File: src/rtl/assert_macros.svh
// Assertion helpers shared by the RTL
`ifndef ASSERT_MACROS_SVH
`define ASSERT_MACROS_SVH

// Check a property on every rising clock edge outside reset
`define CHECK_PROP(lbl, clk, rst_n, prop) \
	lbl: assert property (@(posedge clk) disable iff (!rst_n) prop) \
		else $error("assertion failed");

// Check an implication on every rising clock edge outside reset
`define CHECK_IMPL(lbl, clk, rst_n, ante, cons) \
	lbl: assert property (@(posedge clk) disable iff (!rst_n) (ante) |-> (cons)) \
		else $error("implication failed");

`endif

File: src/rtl/vmrr_ram.sv
module vmrr_ram #(
	parameter int WIDTH = 8,
	parameter int DEPTH = 256
) (
	input logic clk,
	input logic we,
	input logic [$clog2(DEPTH)-1:0] addr,
	input logic [WIDTH-1:0] wdata,
	output logic [WIDTH-1:0] rdata
);
	logic [WIDTH-1:0] mem [DEPTH];
	logic [WIDTH-1:0] rdata_q;

	// Write or read one word, read data registered
	always_ff @(posedge clk) begin
		if (we) begin
			mem[addr] <= wdata;
		end
		rdata_q <= mem[addr];
	end

	assign rdata = rdata_q;
endmodule

File: config.mk
export PLATFORM = sky130hd
export DESIGN_NAME = vmrr_ram
export DESIGN_NICKNAME = d
export VERILOG_FILES = /design/src/rtl/assert_macros.svh /design/src/rtl/vmrr_ram.sv
export SDC_FILE = /design/constraint.sdc
export NUM_CORES = 2
export LEC_CHECK = 0
export ABC_CLOCK_PERIOD_IN_PS = 2160
export BUFFER_PORTS_ARGS = -buffer_cell sky130_fd_sc_hd__buf_2
export CAP_MARGIN = 10
export CORE_ASPECT_RATIO = 1.25
export CORE_MARGIN = 8
export CORE_UTILIZATION = 30
export DETAILED_ROUTE_END_ITERATION = 16
export HOLD_SLACK_MARGIN = 0.02
export SLEW_MARGIN = 20
export SYNTH_ARGS = -nofsm -noshare
export SYNTH_HDL_FRONTEND = slang
export SYNTH_SLANG_ARGS = --single-unit
File: constraint.sdc
create_clock -name clk -period 2.16 [get_ports clk]
set_input_delay 0.108 -clock clk [delete_from_list [all_inputs] [get_ports clk]]
set_output_delay 0.108 -clock clk [all_outputs]
set_load 0.005 [all_outputs]
==> results by group <==
Run status
  • Outcome: finished with violations
  • Failing checks: negative setup slack

Power and ir drop
  • Power Density: 856.4 nW/um2
  • VDD IR-drop max: 0.5919 mV
  • Leakage: 29.77 nW
  • Final Power: 81.79 mW

Timing
  • RSZ-0062 raised after global routing: yes
  • Slew headroom: 36.98%
  • Period utilization: 103.4%
  • Setup Viol. Count Final: 4
  • Slew @ Worst Pin: 0.9418 ns
  • Worst clock skew: 0.04174 ns
  • Min Tclk post-route: 2.234 ns
  • Final Hold Viols: 0
  • Setup tns final: -0.1368 ns
  • F_max: 0.4477 GHz
  • Pins over their slew limit: 0
  • Setup ws final: -0.07369 ns

Synth
  • FFs w/ async S/R, synth: 0%
  • Top FF cell, synth: edfxtp_1
  • Syn_area_per_cell: 22.13 um2
  • Post-synthesis register bit count: 2056
  • Sequential fraction of the synthesis area: 78.55%
  • Gate Count Post-Synth: 3547
  • Syn nets: 3565
  • Cell variety after synth: 22
  • Post-synth EDFFs: 2048
  • Cell Area, Synth: 78490 um2
  • Syn. warnings: 0

GRT
  • Largest net degree at the start of global routing: 89
  • Initial antenna violation count: 11
  • Vias in the first global route: 40650
  • GRT Total Usage: 14.01%
  • First-pass GRT wire length: 291.2 mm
  • GR Overflow Total: 0

Placed design
  • DP Wirelength: 131.5 mm
  • Placed inst area: 88680 um2
  • Placer Congestion: 0.8253
  • DP Cell Count: 7483
  • IO Port Bufs: 25

Clocking
  • Clock sinks: 2056
  • H-tree levels: 4
  • Max Buffers Root-to-Sink: 4
  • Total CTS buffers: 192
  • Skew-Pair Late Insertion Delay: 0.82 ns
  • Clk slew on worst S/H paths: 0.07 ns
  • CTS tree: built
  • CTS Root Cell: clkbuf_16
  • Number of post-CTS setup repair buffers: 0

Drt
  • Routed wire per std cell: 25.62 um
  • DR vias/cell: 4.975
  • DRC: 0
  • TritonRoute pass-1 iters: 5
  • ANT nets after route: 0
  • Via count: 38950
  • Final WL: 200.6 mm
  • 1st-iter DRT viols: 3701

Critical path
  • Crit. End Element: flop
  • Arrival time worst endpoint: 2.93 ns
  • CP Max Fanout: 1
  • Setup crit start kind: flop
  • Crit Path Class: reg -> reg
  • CP required: 2.85 ns

Layout
  • Post-Route Utilization: 36.60%
  • Final #Nets: 4203
  • Area Overhead vs Synth: 21.66%
  • Share of post-route cells with drive strength above 1: 36.73%
  • Non-filler cells, final: 7828
  • Final instance area: 95500 um2

Floorplan
  • Initial Util: 30.08%
  • Die Wd: 473.5 um
  • Core area: 260900 um2
  • Chip Height: 587.9 um
  • Number of cell rows: 210
  • Die area: 278400 um2
  • IO Pins: 26

Run
  • Max-cap viol count: 0

Worst hold path
  • HP Class: in -> reg
-- registers in the layout (all words and copies together) (netlist names) --
signal  count
rdata       8
mem      2048
-- layout make-up --
type	instances	area (um2)
flip-flops and latches	2056	61660
diodes	7	17.52
clock buffers	238	5061
repair buffers	676	6726
inverters	1	3.754
well taps	3498	4377
fillers	23520	165400
clock inverters	94	991.0
multi-input cells	1258	16660
-- cells in the mapped netlist, types with 2 or more instances --
| cell | number | area (um2) |
|---|---|---|
| dfxtp_1 | 8 | 160.2 |
| or2_2 | 2 | 12.51 |
| and2_1 | 3 | 18.77 |
| buf_2 | 36 | 180.2 |
| nand3_1 | 13 | 65.06 |
| buf_4 | 16 | 120.1 |
| nor2_1 | 232 | 870.8 |
| nor3_1 | 30 | 150.1 |
| nand2b_1 | 6 | 37.54 |
| a22oi_1 | 256 | 1922 |
| buf_1 | 19 | 71.32 |
| a21oi_1 | 128 | 640.6 |
| nor2b_1 | 7 | 43.79 |
| mux4_2 | 512 | 11530 |
| nand2_1 | 28 | 105.1 |
| nand4_1 | 8 | 50.05 |
| buf_6 | 16 | 180.2 |
| clkbuf_1 | 145 | 544.3 |
| o41ai_1 | 32 | 280.3 |
| edfxtp_1 | 2048 | 61500 |
-- cells in the final DEF, fill, tap and decap left out, drive strengths merged, types with 13 or more instances in the layout --
master	instances
nor3	30
nor2	232
clkinv	66
a21oi	128
buf	667
edfxtp	2048
o41ai	32
clkbuf	238
nand2	28
nand3	13
bufinv	20
a22oi	256
mux4	512
-- layer usage --
metal / wire length, um / track usage [%] / vias to the layer above
met1: 77240 / 17.48 / 20940
met4: 7509 / 4.869 / 2
met2: 104500 / 24.93 / 1305
met3: 11270 / 1.931 / 348
li1: - / - / 16350
met5: 12 / 0 / -
-- through the flow --
stage               setup slack (ns)  hold slack (ns)
finish                      -0.07369          0.08468
global placement              -1.602           0.5631
CTS                         -0.09384          0.02455
floorplan                    -0.1256           0.2069
global route                -0.08823          0.07755
detailed placement            -1.212           0.5718
-- where the power goes --
group	internal [mW]	switching (mW)	leakage (nW)
registers	43.9	0.0660	18.5
logic	1.81	2.65	8.34
clock network	19.0	14.3	2.96
-- path summary, 6_finish.rpt --
| check | depth (start not counted) | slack, ns | endpoint | from |
|---|---|---|---|---|
| min | 6 | 0.08 | rdata[0] | addr[7] |
| max | 6 | -0.07 | rdata[1] | mem[223][1] |
| min reg2reg | 5 | 0.97 | rdata[2] | mem[66][2] |
| max reg2reg | 6 | -0.07 | rdata[1] | mem[223][1] |
-- logic make-up after synthesis --
family	share of synthesized area [%]
DFF	78.55
muxes	14.69
AOI/OAI and AO/OA	3.622
and+or+nand+nor	1.733
buffers and inverters	1.401
-- worst max-delay path: stages, from the launching register on --
cell	delay, ns
edfxtp_1	0.37
mux4_2	0.47
a22oi_1	0.33
a21oi_4	0.16
o41ai_4	0.50
buf_4	0.21
nand4_1	0.08
-- repair_timing --
action | 4_1_cts | 5_1_grt
pin swaps | 16 | 27
hold endpoints to repair | 1094 | 0
endpoints found under the setup margin | 8 | 8
gates resized for setup | 79 | 43
hold buffers | 9 | 0
(Power assumes the default switching activity.)
