[config.mk]
export PLATFORM = sky130hd
export DESIGN_NAME = vmrr_front
export DESIGN_NICKNAME = d
export VERILOG_FILES = /design/src/rtl/assert_macros.svh /design/src/rtl/vmrr_pkg.sv /design/src/rtl/vmrr_front.sv
export SDC_FILE = /design/constraint.sdc
export NUM_CORES = 1
export LEC_CHECK = 0
export ABC_AREA = 1
export BUFFER_PORTS_ARGS = -buffer_cell sky130_fd_sc_hd__clkbuf_2
export CAP_MARGIN = 20
export CORE_MARGIN = 5
export CORE_UTILIZATION = 45
export CTS_BUF_LIST = sky130_fd_sc_hd__clkbuf_4
export CTS_CLUSTER_DIAMETER = 150
export CTS_CLUSTER_SIZE = 24
export DETAILED_ROUTE_END_ITERATION = 10
export GPL_TIMING_DRIVEN = 1
export PLACE_DENSITY = 0.73
export SLEW_MARGIN = 40
export SYNTH_ARGS = -nofsm -noshare
export SYNTH_HDL_FRONTEND = slang
export SYNTH_SLANG_ARGS = --single-unit
[constraint.sdc]
create_clock -name clk -period 5.2 [get_ports clk]
set_clock_uncertainty 0.15 [all_clocks]
set_input_delay 0.78 -clock clk [delete_from_list [all_inputs] [get_ports clk]]
set_output_delay 0.78 -clock clk [all_outputs]
set_load 0.05 [all_outputs]
[src/rtl/assert_macros.svh]
// Assertion helpers shared by the RTL
`ifndef ASSERT_MACROS_SVH
`define ASSERT_MACROS_SVH

// Check a property on every rising clock edge outside reset
`define CHECK_PROP(lbl, clk, rst_n, prop) \
	lbl: assert property (@(posedge clk) disable iff (!rst_n) prop) \
		else $error("assertion failed");

// Check an implication on every rising clock edge outside reset
`define CHECK_IMPL(lbl, clk, rst_n, ante, cons) \
	lbl: assert property (@(posedge clk) disable iff (!rst_n) (ante) |-> (cons)) \
		else $error("implication failed");

`endif

[src/rtl/vmrr_pkg.sv]
package vmrr_pkg;

	localparam int MEM_BYTES = 65536;
	localparam int AW = $clog2(MEM_BYTES);

	localparam logic [1:0] CMD_EXEC = 2'd0;
	localparam logic [1:0] CMD_LOAD = 2'd1;
	localparam logic [1:0] CMD_READ = 2'd2;
	localparam logic [1:0] CMD_NONE = 2'd3;

	localparam logic [1:0] MODE_IMM = 2'd0;
	localparam logic [1:0] MODE_DIR = 2'd1;
	localparam logic [1:0] MODE_IND = 2'd2;
	localparam logic [1:0] MODE_BAD = 2'd3;

	localparam logic [3:0] LEN_IMM_BASE = 4'd3;
	localparam logic [3:0] LEN_MEM = 4'd5;

	typedef struct packed {
		logic [1:0] command;
		logic [1:0] mode;
		logic [1:0] size;
		logic [15:0] dest_address;
		logic [63:0] operand_two;
		logic [7:0] load_byte;
	} in_t;

	typedef struct packed {
		logic [3:0] instruction_length;
		logic [63:0] result_value;
		logic [7:0] read_byte;
		logic bad_mode;
	} out_t;

	typedef enum logic [2:0] {
		JOB_ROT_IMM = 3'd0,
		JOB_ROT_DIR = 3'd1,
		JOB_ROT_IND = 3'd2,
		JOB_BAD = 3'd3,
		JOB_LOAD = 3'd4,
		JOB_READ = 3'd5,
		JOB_NOP = 3'd6
	} job_kind_t;

	typedef struct packed {
		job_kind_t kind;
		logic [1:0] size;
		logic [15:0] dest;
		logic [63:0] op2;
		logic [7:0] load_byte;
	} job_t;

	typedef struct packed {
		logic busy;
		logic ram_we;
	} back_stat_t;

	// Index of the last byte of an operand of the given size
	function automatic logic [2:0] last_byte(input logic [1:0] size);
		logic [2:0] r;
		case (size)
			2'd0: r = 3'd0;
			2'd1: r = 3'd1;
			2'd2: r = 3'd3;
			default: r = 3'd7;
		endcase
		return r;
	endfunction

endpackage

[src/rtl/vmrr_front.sv]
module vmrr_front (
	input logic clk,
	input logic arst_n,
	input logic in_valid,
	output logic in_stall,
	input vmrr_pkg::in_t in_data,
	output logic job_valid,
	output vmrr_pkg::job_t job,
	input logic job_pop
);
	import vmrr_pkg::*;

	job_t entry_q [2];
	logic wr_ptr_q;
	logic rd_ptr_q;
	logic [1:0] count_q;
	job_t cls;
	logic push;

	// Classify the incoming transfer
	always_comb begin
		cls.size = in_data.size;
		cls.dest = in_data.dest_address;
		cls.op2 = in_data.operand_two;
		cls.load_byte = in_data.load_byte;
		case (in_data.command)
			CMD_EXEC: begin
				case (in_data.mode)
					MODE_IMM: cls.kind = JOB_ROT_IMM;
					MODE_DIR: cls.kind = JOB_ROT_DIR;
					MODE_IND: cls.kind = JOB_ROT_IND;
					default: cls.kind = JOB_BAD;
				endcase
			end
			CMD_LOAD: cls.kind = JOB_LOAD;
			CMD_READ: cls.kind = JOB_READ;
			default: cls.kind = JOB_NOP;
		endcase
	end

	assign in_stall = (count_q == 2'd2);
	assign push = in_valid && !in_stall;
	assign job_valid = (count_q != 2'd0);
	assign job = entry_q[rd_ptr_q];

	// Store classified jobs
	always_ff @(posedge clk) begin
		if (push) begin
			entry_q[wr_ptr_q] <= cls;
		end
	end

	// Advance queue pointers
	always_ff @(posedge clk or negedge arst_n) begin
		if (!arst_n) begin
			wr_ptr_q <= 1'b0;
			rd_ptr_q <= 1'b0;
			count_q <= 2'd0;
		end else begin
			if (push) begin
				wr_ptr_q <= !wr_ptr_q;
			end
			if (job_pop) begin
				rd_ptr_q <= !rd_ptr_q;
			end
			if (push && !job_pop) begin
				count_q <= count_q + 2'd1;
			end else if (job_pop && !push) begin
				count_q <= count_q - 2'd1;
			end
		end
	end
endmodule

==> flow_summary.ini <==
[yosys]
yosys-top-cells-count = edfxtp_1, mux2_2, inv_1
yosysTopAreaCell = edfxtp_1
yosys.area_share.simple_pct = 0.878
yosys.area.top_type_share_pct = 80.0
syn_nets = 426
synth_area_sq_um = 6980
synthAdderAreaFrac_pct = 0.358
async_flop_share_pct = 2.11
ys_types = 15
synth_cells = 326
synth_xor_area_share_pct = 0.251
synth.most_common_cell = edfxtp_1
synth_area_leaders = edfxtp_1, mux2_2, dfrtp_1
synth_compound_area_share_pct = 0.215
synth_top_family_by_area = multiplexers
synth_ff_type = edfxtp_1
yosysWarnings = 0
synth-edff-count = 186
syn_avg_cell_area_sq_um = 21.4
ys_ff_latch = 190
synthMuxAreaShare_pct = 15.0
yosysSeqAreaShare_pct = 81.4

[setup_path]
reg2reg_to = entry_q[0][75]
crit_path_max_fanout = 30
crit_slowest_cell = dfrtp_4
criticalPathCategory = reg2out
r2r_cells = 6
critPathArrivalTime_ps = 2260
cp-start-kind = flop
r2r_slack_ps = 2820
crit_chain = buf_12 > buf_4 > mux2_2 > clkbuf_2
endpoint_kind = primary output
slowest_delay_ps = 600
required_ps = 4270
reg2reg_from = count_q[1]

[timing]
tightest_slew_ps = 590
fmax_ghz = 0.314
finalSetupViolations = 0
setup_tns_ps = 0
grt_setup_unrepaired = no
fin_crit_ps = 3190
post-route-period-util_pct = 61.3
final_max_slew_viol_count = 0
setup_slack_ps = 2010
max-slew-margin-rel_pct = 60.7
hold_viol_final = 0

[routing]
viasPerCell = 4.88
drt_iter0_drc = 114
wl_per_cell_um = 17.3
via_count = 3587
detail-route-antenna-nets = 0
routed_wirelength_um = 12700
first_pass_iters = 4
drc = 0

[clock_tree]
cts_buffers = 17
cts_tree = built
path_clk_slew_ps = 150
clock_latency_ps = 530
cts_resized = 0
cts_sinks = 190
post_cts_buffers = 0
cts_max_path_buffers = 2
cts_hold_buf = 1
cts.htree.levels = 4
cts_root_buf = clkbuf_4

[hold_path]
hp-class = in2reg
hold_depth = 1
worstHoldStart = in_data[20]
whs_endpoint = entry_q[1][20]

[placement]
port_buffers = 192
dp_cells = 701
post-place-ws_ps = 2300
postPlaceCellArea_sq_um = 8180
gp_congestion = 0.752
detailed_place_hpwl_um = 8770

[layout]
multi_input_area_sq_um = 1170
drive_gt1_share_pct = 59.0
nFillCells = 1225
instances_no_fill = 735
fin_area_sq_um = 8470
syn_to_final_growth_pct = 21.3
seq_area_sq_um = 5690
final_nets = 633
final_core_util_pct = 55.7

[die]
core-area_sq_um = 15200
rows = 45
die_area_sq_um = 18100
die_h_um = 135
initial_utilization_pct = 45.9
ios = 193
fp.dieW_um = 135

[pwr]
power_density_nw_per_um2 = 633
power.leakage_nw = 3.24
ir_worst_vdd_uv = 304

[global_route]
grtUsageTotal_pct = 14.1
grt_pass1_vias = 3880
grt_max_degree = 78
gr-total-overflow = 0
grt_pass1_wl_um = 19500
antenna_found_initial = 0

[flow_run]
maxCapViolations = 0

[status]
outcome = finished, final reports clean
## how the worst max path moves through the flow
| stage | slack, ps | depth (start not counted) | from | end |
|---|---|---|---|---|
| floorplan | 1300 | 2 | in_valid | entry_q[1][0] |
| global placement | 2170 | 3 | rd_ptr_q | job[59] |
| detailed placement | 2300 | 6 | in_valid | entry_q[0][77] |
| CTS | 1920 | 4 | rd_ptr_q | job[40] |
| global route | 1840 | 4 | rd_ptr_q | job[40] |
| finish | 2010 | 4 | rd_ptr_q | job[40] |
## routing by layer
layer	global-route usage (%)	part of all wire, %	up-vias
met5	0	0	-
met1	16.7	41	1742
li1	-	-	1690
met3	5.03	7.7	18
met2	23.4	50	137
met4	5.71	1.7	0
## metrics by stage
step	power [mW]	hold WS, ps
global route	5.60	177
detailed placement	4.67	315
CTS	5.44	184
floorplan	4.15	292
finish	5.36	269
global placement	4.60	305
## flip-flops by register name (all words and copies together) (netlist names)
register,cells
entry_q,186
wr_ptr_q,1
count_q,2
rd_ptr_q,1
## cell type report
| cell class | instances | share of cell area, % |
|---|---|---|
| Clock buffer | 18 | 1.60 |
| Antenna cell | 1 | 0.0295 |
| Sequential cell | 190 | 67.2 |
| Tap cell | 188 | 2.78 |
| Timing Repair Buffer | 198 | 12.3 |
| Clock inverter | 14 | 1.70 |
| Multi-Input combinational cell | 115 | 13.9 |
| Inverter | 11 | 0.546 |
## logic make-up after synthesis
logic type / Yosys count
DFF: 190
muxes: 93
buffers and inverters: 21
and+or+nand+nor: 15
AOI/OAI and AO/OA: 3
xor gates and xnor gates: 2
adders and majority gates: 2
## worst max-delay path: cells and delay by family (launching register included)
| kind | cells | cell delay [ps] |
|---|---|---|
| buf+inv | 3 | 730 |
| flops | 1 | 600 |
| mux | 1 | 370 |
## cell usage in the layout (no fill, tap or decap), types with 3 or more instances in the layout
master / instances
buf_12: 3
clkbuf_2: 192
clkbuf_4: 18
clkinv_1: 3
clkinv_4: 5
dfrtp_1: 3
edfxtp_1: 186
inv_1: 10
mux2_2: 93
nand2_1: 9
o21ai_0: 3
## power breakdown
part,total (mW),internal [mW],switching [mW]
Combinational,2.41,0.640,1.77
Clock,0.764,0.291,0.473
Sequential,2.18,2.08,0.0971
Power figures use the tool's default switching activity.
