**src/rtl/assert_macros.svh**
```systemverilog
// Assertion helpers shared by the RTL
`ifndef ASSERT_MACROS_SVH
`define ASSERT_MACROS_SVH

// Check a property on every rising clock edge outside reset
`define CHECK_PROP(lbl, clk, rst_n, prop) \
	lbl: assert property (@(posedge clk) disable iff (!rst_n) prop) \
		else $error("assertion failed");

// Check an implication on every rising clock edge outside reset
`define CHECK_IMPL(lbl, clk, rst_n, ante, cons) \
	lbl: assert property (@(posedge clk) disable iff (!rst_n) (ante) |-> (cons)) \
		else $error("implication failed");

`endif

```
**src/rtl/vmrr_pkg.sv**
```systemverilog
package vmrr_pkg;

	localparam int MEM_BYTES = 65536;
	localparam int AW = $clog2(MEM_BYTES);

	localparam logic [1:0] CMD_EXEC = 2'd0;
	localparam logic [1:0] CMD_LOAD = 2'd1;
	localparam logic [1:0] CMD_READ = 2'd2;
	localparam logic [1:0] CMD_NONE = 2'd3;

	localparam logic [1:0] MODE_IMM = 2'd0;
	localparam logic [1:0] MODE_DIR = 2'd1;
	localparam logic [1:0] MODE_IND = 2'd2;
	localparam logic [1:0] MODE_BAD = 2'd3;

	localparam logic [3:0] LEN_IMM_BASE = 4'd3;
	localparam logic [3:0] LEN_MEM = 4'd5;

	typedef struct packed {
		logic [1:0] command;
		logic [1:0] mode;
		logic [1:0] size;
		logic [15:0] dest_address;
		logic [63:0] operand_two;
		logic [7:0] load_byte;
	} in_t;

	typedef struct packed {
		logic [3:0] instruction_length;
		logic [63:0] result_value;
		logic [7:0] read_byte;
		logic bad_mode;
	} out_t;

	typedef enum logic [2:0] {
		JOB_ROT_IMM = 3'd0,
		JOB_ROT_DIR = 3'd1,
		JOB_ROT_IND = 3'd2,
		JOB_BAD = 3'd3,
		JOB_LOAD = 3'd4,
		JOB_READ = 3'd5,
		JOB_NOP = 3'd6
	} job_kind_t;

	typedef struct packed {
		job_kind_t kind;
		logic [1:0] size;
		logic [15:0] dest;
		logic [63:0] op2;
		logic [7:0] load_byte;
	} job_t;

	typedef struct packed {
		logic busy;
		logic ram_we;
	} back_stat_t;

	// Index of the last byte of an operand of the given size
	function automatic logic [2:0] last_byte(input logic [1:0] size);
		logic [2:0] r;
		case (size)
			2'd0: r = 3'd0;
			2'd1: r = 3'd1;
			2'd2: r = 3'd3;
			default: r = 3'd7;
		endcase
		return r;
	endfunction

endpackage

```
**src/rtl/vmrr_back.sv**
```systemverilog
module vmrr_back (
	input logic clk,
	input logic arst_n,
	input logic job_valid,
	input vmrr_pkg::job_t job,
	output logic job_pop,
	output logic ram_we,
	output logic [vmrr_pkg::AW-1:0] ram_addr,
	output logic [7:0] ram_wdata,
	input logic [7:0] ram_rdata,
	output logic out_valid,
	input logic out_stall,
	output vmrr_pkg::out_t out_data,
	output vmrr_pkg::back_stat_t stat
);
	import vmrr_pkg::*;

	typedef enum logic [8:0] {
		ST_IDLE = 9'b000000001,
		ST_PTR = 9'b000000010,
		ST_PWAIT = 9'b000000100,
		ST_SRC = 9'b000001000,
		ST_DST = 9'b000010000,
		ST_DWAIT = 9'b000100000,
		ST_ROT = 9'b001000000,
		ST_WR = 9'b010000000,
		ST_OUT = 9'b100000000
	} state_t;

	typedef enum logic [1:0] {
		TGT_PTR = 2'd0,
		TGT_SRC = 2'd1,
		TGT_DST = 2'd2
	} tgt_t;

	state_t state_q;
	job_t job_q;
	logic [2:0] cnt_q;
	logic [2:0] last_q;
	logic pend_q;
	tgt_t pend_tgt_q;
	logic [2:0] pend_idx_q;
	logic [15:0] ptr_q;
	logic [63:0] src_q;
	logic [63:0] dst_q;
	logic [63:0] res_q;
	logic out_valid_q;
	out_t out_q;

	logic issue_rd;
	logic last_hit;
	logic out_free;
	logic [AW-1:0] base;
	logic [63:0] rot;
	logic [5:0] c;
	logic [15:0] t16;
	logic [31:0] t32;
	logic [63:0] t64;
	logic [127:0] t128;
	out_t res_out;

	assign job_pop = (state_q == ST_IDLE) && job_valid;
	assign issue_rd = (state_q == ST_PTR) || (state_q == ST_SRC) || (state_q == ST_DST);
	assign last_hit = (cnt_q == last_q);
	assign out_free = !out_valid_q || !out_stall;

	// Select the base address of the current access
	always_comb begin
		case (state_q)
			ST_PTR: base = job_q.op2[AW-1:0];
			ST_SRC: base = (job_q.kind == JOB_ROT_IND) ? ptr_q[AW-1:0] : job_q.op2[AW-1:0];
			default: base = job_q.dest[AW-1:0];
		endcase
	end

	// Drive the memory port
	always_comb begin
		ram_we = 1'b0;
		ram_wdata = res_q[{cnt_q, 3'b000} +: 8];
		ram_addr = AW'(base + AW'(cnt_q));
		if (job_pop && (job.kind == JOB_LOAD)) begin
			ram_we = 1'b1;
			ram_addr = job.dest[AW-1:0];
			ram_wdata = job.load_byte;
		end else if (state_q == ST_WR) begin
			ram_we = 1'b1;
		end
	end

	// Rotate the destination by the count modulo the width
	always_comb begin
		c = src_q[5:0];
		t16 = {dst_q[7:0], dst_q[7:0]} >> c[2:0];
		t32 = {dst_q[15:0], dst_q[15:0]} >> c[3:0];
		t64 = {dst_q[31:0], dst_q[31:0]} >> c[4:0];
		t128 = {dst_q, dst_q} >> c;
		case (job_q.size)
			2'd0: rot = {56'd0, t16[7:0]};
			2'd1: rot = {48'd0, t32[15:0]};
			2'd2: rot = {32'd0, t64[31:0]};
			default: rot = t128[63:0];
		endcase
	end

	// Build the result item
	always_comb begin
		res_out.instruction_length = 4'd0;
		res_out.result_value = 64'd0;
		res_out.read_byte = 8'd0;
		res_out.bad_mode = 1'b0;
		case (job_q.kind)
			JOB_ROT_IMM: begin
				res_out.instruction_length = LEN_IMM_BASE + (4'd1 << job_q.size);
				res_out.result_value = res_q;
			end
			JOB_ROT_DIR, JOB_ROT_IND: begin
				res_out.instruction_length = LEN_MEM;
				res_out.result_value = res_q;
			end
			JOB_READ: res_out.read_byte = dst_q[7:0];
			JOB_BAD: res_out.bad_mode = 1'b1;
			default: res_out.bad_mode = 1'b0;
		endcase
	end

	// Sequence the job's memory accesses
	always_ff @(posedge clk or negedge arst_n) begin
		if (!arst_n) begin
			state_q <= ST_IDLE;
			cnt_q <= 3'd0;
			last_q <= 3'd0;
			pend_q <= 1'b0;
			out_valid_q <= 1'b0;
		end else begin
			pend_q <= issue_rd;
			if ((state_q == ST_OUT) && out_free) begin
				out_valid_q <= 1'b1;
			end else if (!out_stall) begin
				out_valid_q <= 1'b0;
			end
			case (state_q)
				ST_IDLE: begin
					cnt_q <= 3'd0;
					if (job_valid) begin
						case (job.kind)
							JOB_ROT_IMM: begin
								last_q <= last_byte(job.size);
								state_q <= ST_DST;
							end
							JOB_ROT_DIR: begin
								last_q <= last_byte(job.size);
								state_q <= ST_SRC;
							end
							JOB_ROT_IND: begin
								last_q <= 3'd1;
								state_q <= ST_PTR;
							end
							JOB_READ: begin
								last_q <= 3'd0;
								state_q <= ST_DST;
							end
							default: state_q <= ST_OUT;
						endcase
					end
				end
				ST_PTR: begin
					cnt_q <= last_hit ? 3'd0 : cnt_q + 3'd1;
					if (last_hit) begin
						state_q <= ST_PWAIT;
					end
				end
				ST_PWAIT: begin
					last_q <= last_byte(job_q.size);
					state_q <= ST_SRC;
				end
				ST_SRC: begin
					cnt_q <= last_hit ? 3'd0 : cnt_q + 3'd1;
					if (last_hit) begin
						state_q <= ST_DST;
					end
				end
				ST_DST: begin
					cnt_q <= last_hit ? 3'd0 : cnt_q + 3'd1;
					if (last_hit) begin
						state_q <= ST_DWAIT;
					end
				end
				ST_DWAIT: state_q <= (job_q.kind == JOB_READ) ? ST_OUT : ST_ROT;
				ST_ROT: state_q <= ST_WR;
				ST_WR: begin
					cnt_q <= last_hit ? 3'd0 : cnt_q + 3'd1;
					if (last_hit) begin
						state_q <= ST_OUT;
					end
				end
				ST_OUT: begin
					if (out_free) begin
						state_q <= ST_IDLE;
					end
				end
				default: state_q <= ST_IDLE;
			endcase
		end
	end

	// Hold the job and capture operand bytes
	always_ff @(posedge clk) begin
		if (issue_rd) begin
			pend_idx_q <= cnt_q;
			case (state_q)
				ST_PTR: pend_tgt_q <= TGT_PTR;
				ST_SRC: pend_tgt_q <= TGT_SRC;
				default: pend_tgt_q <= TGT_DST;
			endcase
		end
		if (job_pop) begin
			job_q <= job;
			src_q <= (job.kind == JOB_ROT_IMM) ? job.op2 : 64'd0;
			dst_q <= 64'd0;
		end else if (pend_q) begin
			case (pend_tgt_q)
				TGT_PTR: ptr_q[{pend_idx_q[0], 3'b000} +: 8] <= ram_rdata;
				TGT_SRC: src_q[{pend_idx_q, 3'b000} +: 8] <= ram_rdata;
				default: dst_q[{pend_idx_q, 3'b000} +: 8] <= ram_rdata;
			endcase
		end
		if (state_q == ST_ROT) begin
			res_q <= rot;
		end
		if ((state_q == ST_OUT) && out_free) begin
			out_q <= res_out;
		end
	end

	assign out_valid = out_valid_q;
	assign out_data = out_q;
	assign stat.busy = (state_q != ST_IDLE);
	assign stat.ram_we = ram_we;
endmodule

```
**config.mk**
```make
export PLATFORM = sky130hd
export DESIGN_NAME = vmrr_back
export DESIGN_NICKNAME = d
export VERILOG_FILES = /design/src/rtl/assert_macros.svh /design/src/rtl/vmrr_pkg.sv /design/src/rtl/vmrr_back.sv
export SDC_FILE = /design/constraint.sdc
export NUM_CORES = 1
export LEC_CHECK = 0
export BUFFER_PORTS_ARGS = -buffer_cell sky130_fd_sc_hd__clkbuf_2
export CORE_MARGIN = 2
export CORE_UTILIZATION = 50
export CTS_CLUSTER_SIZE = 12
export DETAILED_ROUTE_END_ITERATION = 6
export PLACE_DENSITY = 0.77
export SETUP_SLACK_MARGIN = 0.3
export SLEW_MARGIN = 5
export SYNTH_ARGS = -nofsm -noshare
export SYNTH_HDL_FRONTEND = slang
export SYNTH_SLANG_ARGS = --single-unit
export TNS_END_PERCENT = 50
```
**constraint.sdc**
```tcl
create_clock -name clk -period 7 [get_ports clk]
set_input_delay 0.7 -clock clk [delete_from_list [all_inputs] [get_ports clk]]
set_output_delay 0.7 -clock clk [all_outputs]
set_load 0.01 [all_outputs]
```
==> impl_metrics.toml <==
[cts]
clock_tree.htree_level_count = 1
clock_latency_ns = 0.59
cts.root.buffer_cell = "sky130_fd_sc_hd__clkbuf_16"
post_cts_resized = 0
path_clk_slew_ns = 0.06
cts_tree = "yes"
cts_hold_buffers = 0
postCtsSetupRepairBufs = 0
cts_buffers = 31
clock_tree.buffer_depth = 3
tritoncts_num_sinks = 286

[timing]
slew_violations = 0
final_critical_path_required_period_ns = 5.696
hold_viol_final = 0
tns_ns = 0
max_freq_mhz = 175.6
grt_setup_unrepaired = "false"
crit_share_post_route = 0.8137
timing.final.setup_violations = 0
finalClockSkew_ns = 0.01393
worst_slew_pin_slew_ns = 1.081
max_slew_margin_vs_limit = 0.2776

[min_path]
timing.hold.worst.class = "in2async"

[synth]
synth.net_count = 1750
synth_enable_flop_cells = 205
synth.distinct_cells = 68
synth_flop_cell = "sky130_fd_sc_hd__edfxtp_1"
synthArstFlopShare = 0.05944
synthCells = 1638
ys_seq_elements = 286
synth-warning-count = 0
mapped_avg_cell_area_sq_um = 10.71
synth_area_sq_um = 17540
sequential_share_of_the_synthesized_area = 0.4484

[worst_setup_path]
critPathLaunch = "state_q[1]$_DFFE_PN0P_"
worst_setup_path_endpoint = "ram_addr[14]"
crit-reg2reg-capture = "res_q[7]$_DFFE_PP_"
cp-start-kind = "flop"
setup.reg_to_reg.worst_slack_ns = 3.23
timing.rr.start = "src_q[0]$_DFFE_PP_"
crit_path_max_fanout = 16
timing.setup.critical_path_class = "reg2out"
reg2reg_depth = 8
cp.required_ns = 6.30
timing.critical_path.to_type = "primary output"
cp_data_arrival_time_ns = 5.00

[detailed_routing]
route.detailed.drc = 0
drt_first_pass_iters = 6
detailroute.via_count = 13590
via_per_inst = 6.159
wl_microns = 46860
post_drt_wl_per_cell_microns = 21.23
drtAntennaViolNets = 0
detailedRoute.firstIterationViolations = 1405

[floorplan]
initial_core_util = 0.5077
num_io_pins = 211
num_rows = 68
coreArea_sq_um = 34540
dieHeight_microns = 191.3
fp.dieArea_sq_um = 36590
die-width_microns = 191.3

[global_routing]
antenna_found_initial = 0
grt_pass1_wl_microns = 72860
number_of_global_route_vias_before_repair = 12640
globalRouteOverflowTotal = 0
grt_max_degree = 77
grtUsageTotal = 0.2565

[power]
cellPowerDensity_nw_per_um2 = 317.2
ir_drop_mv = 0.1911
p_leak_nw = 7.618

[place]
place.gp.congestion = 0.9795
place.detailed.hpwl_microns = 33850
numPortBuffers = 162

[cells_and_area]
layout.cells.most_common = "sky130_fd_sc_hd__edfxtp_1"
utilization = 0.5686
layout-drive-gt1-share = 0.2283
layout.nets = 1839
n_antenna_cell = 0
most-common-layout-cells = "205 x sky130_fd_sc_hd__edfxtp_1, 190 x sky130_fd_sc_hd__nand2_1, 185 x sky130_fd_sc_hd__nor2_1"
syn_to_final_growth_pct = 12.00

[status]
run_status = "finished, final reports clean"

[job]
count_of_maximum_capacitance_violations = 0
[sequential cells by signal, indices dropped and copies added, names as in the netlist, 2 cells and up]
register    cells
last_q          3
out_data       77
job_q          37
ptr_q          16
dst_q          64
cnt_q           3
pend_idx_q      3
src_q           6
state_q         9
res_q          64
pend_tgt_q      2
[critical path, cell delays in order (launching register included)]
cell,delay (ns)
sky130_fd_sc_hd__dfrtp_1,0.50
sky130_fd_sc_hd__xor2_1,0.79
sky130_fd_sc_hd__nor4b_4,0.92
sky130_fd_sc_hd__nand2_1,0.12
sky130_fd_sc_hd__nand2_1,0.09
sky130_fd_sc_hd__ha_1,0.18
sky130_fd_sc_hd__inv_1,0.06
sky130_fd_sc_hd__fa_1,0.40
sky130_fd_sc_hd__inv_1,0.07
sky130_fd_sc_hd__a21oi_1,0.09
sky130_fd_sc_hd__nor3_1,0.52
sky130_fd_sc_hd__nand4_1,0.20
sky130_fd_sc_hd__xor2_1,0.20
sky130_fd_sc_hd__o21ai_1,0.12
sky130_fd_sc_hd__clkbuf_2,0.15
[cells by family after synthesis]
| family | after synthesis | share of synthesized area |
|---|---|---|
| muxes | 285 | 0.2354 |
| buffers and inverters | 161 | 0.03539 |
| AOI/OAI and AO/OA | 296 | 0.1092 |
| DFF | 286 | 0.4484 |
| adders and majority gates | 7 | 0.005422 |
| xor gates and xnor gates | 19 | 0.009489 |
| and+or+nand+nor | 584 | 0.1567 |
[per-stage QoR]
stage          worst slack, ns  power [mW]  std cells  hold slack [ns]  cell area (sq um)
3_3_place_gp             2.157       4.596       2149           0.5102              18660
4_1_cts                  1.407       6.230       2207          0.06013              19640
5_1_grt                 0.8537       6.562       2207          0.08290              19640
6_report                 1.304       6.230       2207          0.06467              19640
2_1_floorplan            1.102       4.053       1638           0.4044              17540
3_5_place_dp             2.037       4.652       2149           0.5270              18660
[synthesized netlist by cell type (all sizes together) (3+ instances only)]
cell type | count | area [sq um]
xnor2 | 8 | 70.07
o211ai | 5 | 37.54
mux4 | 98 | 2207
or2 | 7 | 43.79
nor2b | 10 | 62.56
mux2 | 40 | 450.4
nand4b | 3 | 26.28
a21o | 13 | 97.59
and3 | 3 | 18.77
o22ai | 7 | 43.79
nand2b | 12 | 75.07
buf | 34 | 143.9
nor3 | 29 | 145.1
a211oi | 18 | 135.1
o31ai | 8 | 60.06
nor2 | 185 | 694.4
nand3b | 3 | 22.52
a21boi | 5 | 37.54
o41ai | 6 | 52.55
a221o | 4 | 40.04
a21oi | 46 | 230.2
and2 | 98 | 613.1
a22o | 7 | 61.31
a221oi | 17 | 161.4
nand2 | 190 | 713.2
dfrtp | 16 | 400.4
edfxtp | 205 | 6156
nor4b | 5 | 58.80
dfxtp | 64 | 1281
inv | 26 | 97.60
nand4 | 3 | 18.77
ha | 6 | 75.07
xor2 | 11 | 96.34
o21ai | 101 | 505.5
nand3 | 18 | 90.09
a22oi | 7 | 52.55
mux2i | 147 | 1471
a31oi | 14 | 87.58
clkbuf | 99 | 371.6
o21a | 6 | 45.04
nor4 | 11 | 105.1
o21bai | 11 | 82.58
o32ai | 11 | 96.34
[layout make-up]
type,instances,area (sq um)
Fill cell,2891,14900
Multi-Input combinational cell,1191,9107
Clock inverter,9,97.59
Clock buffer,49,884.6
Timing Repair Buffer,189,1013
Inverter,28,106.4
Sequential cell,286,7864
Tap cell,455,569.3
[power breakdown]
part	internal (mW)	leakage [nW]	total (mW)	switching, mW
sequential	2.10	2.64	2.22	0.117
clock	0.907	0.476	1.57	0.660
combinational	0.910	4.50	2.45	1.54
total	3.92	7.62	6.23	2.31
[per-layer routing]
metal  global-route usage  up-vias  share of wire  routed length [microns]
li1                     -     6264              -                        -
met1               0.3549     6515           0.42                    19500
met2               0.4079      686           0.46                    21590
met3              0.03708      129          0.080                     3749
met4               0.1024        0          0.043                     2020
met5                    0        -              0                        0
[worst min-delay path by stage]
stage / start / end / cells past startpoint
global placement: dst_q[9]$_SDFFE_PP0P_ / dst_q[9]$_SDFFE_PP0P_ / 2
CTS: arst_n / out_valid$_DFFE_PN0P_ / 1
detailed placement: dst_q[8]$_SDFFE_PP0P_ / dst_q[8]$_SDFFE_PP0P_ / 2
floorplan: arst_n / cnt_q[0]$_DFFE_PN0P_ / 0
finish: arst_n / out_valid$_DFFE_PN0P_ / 1
global route: arst_n / out_valid$_DFFE_PN0P_ / 1
Power figures use the tool's default switching activity.
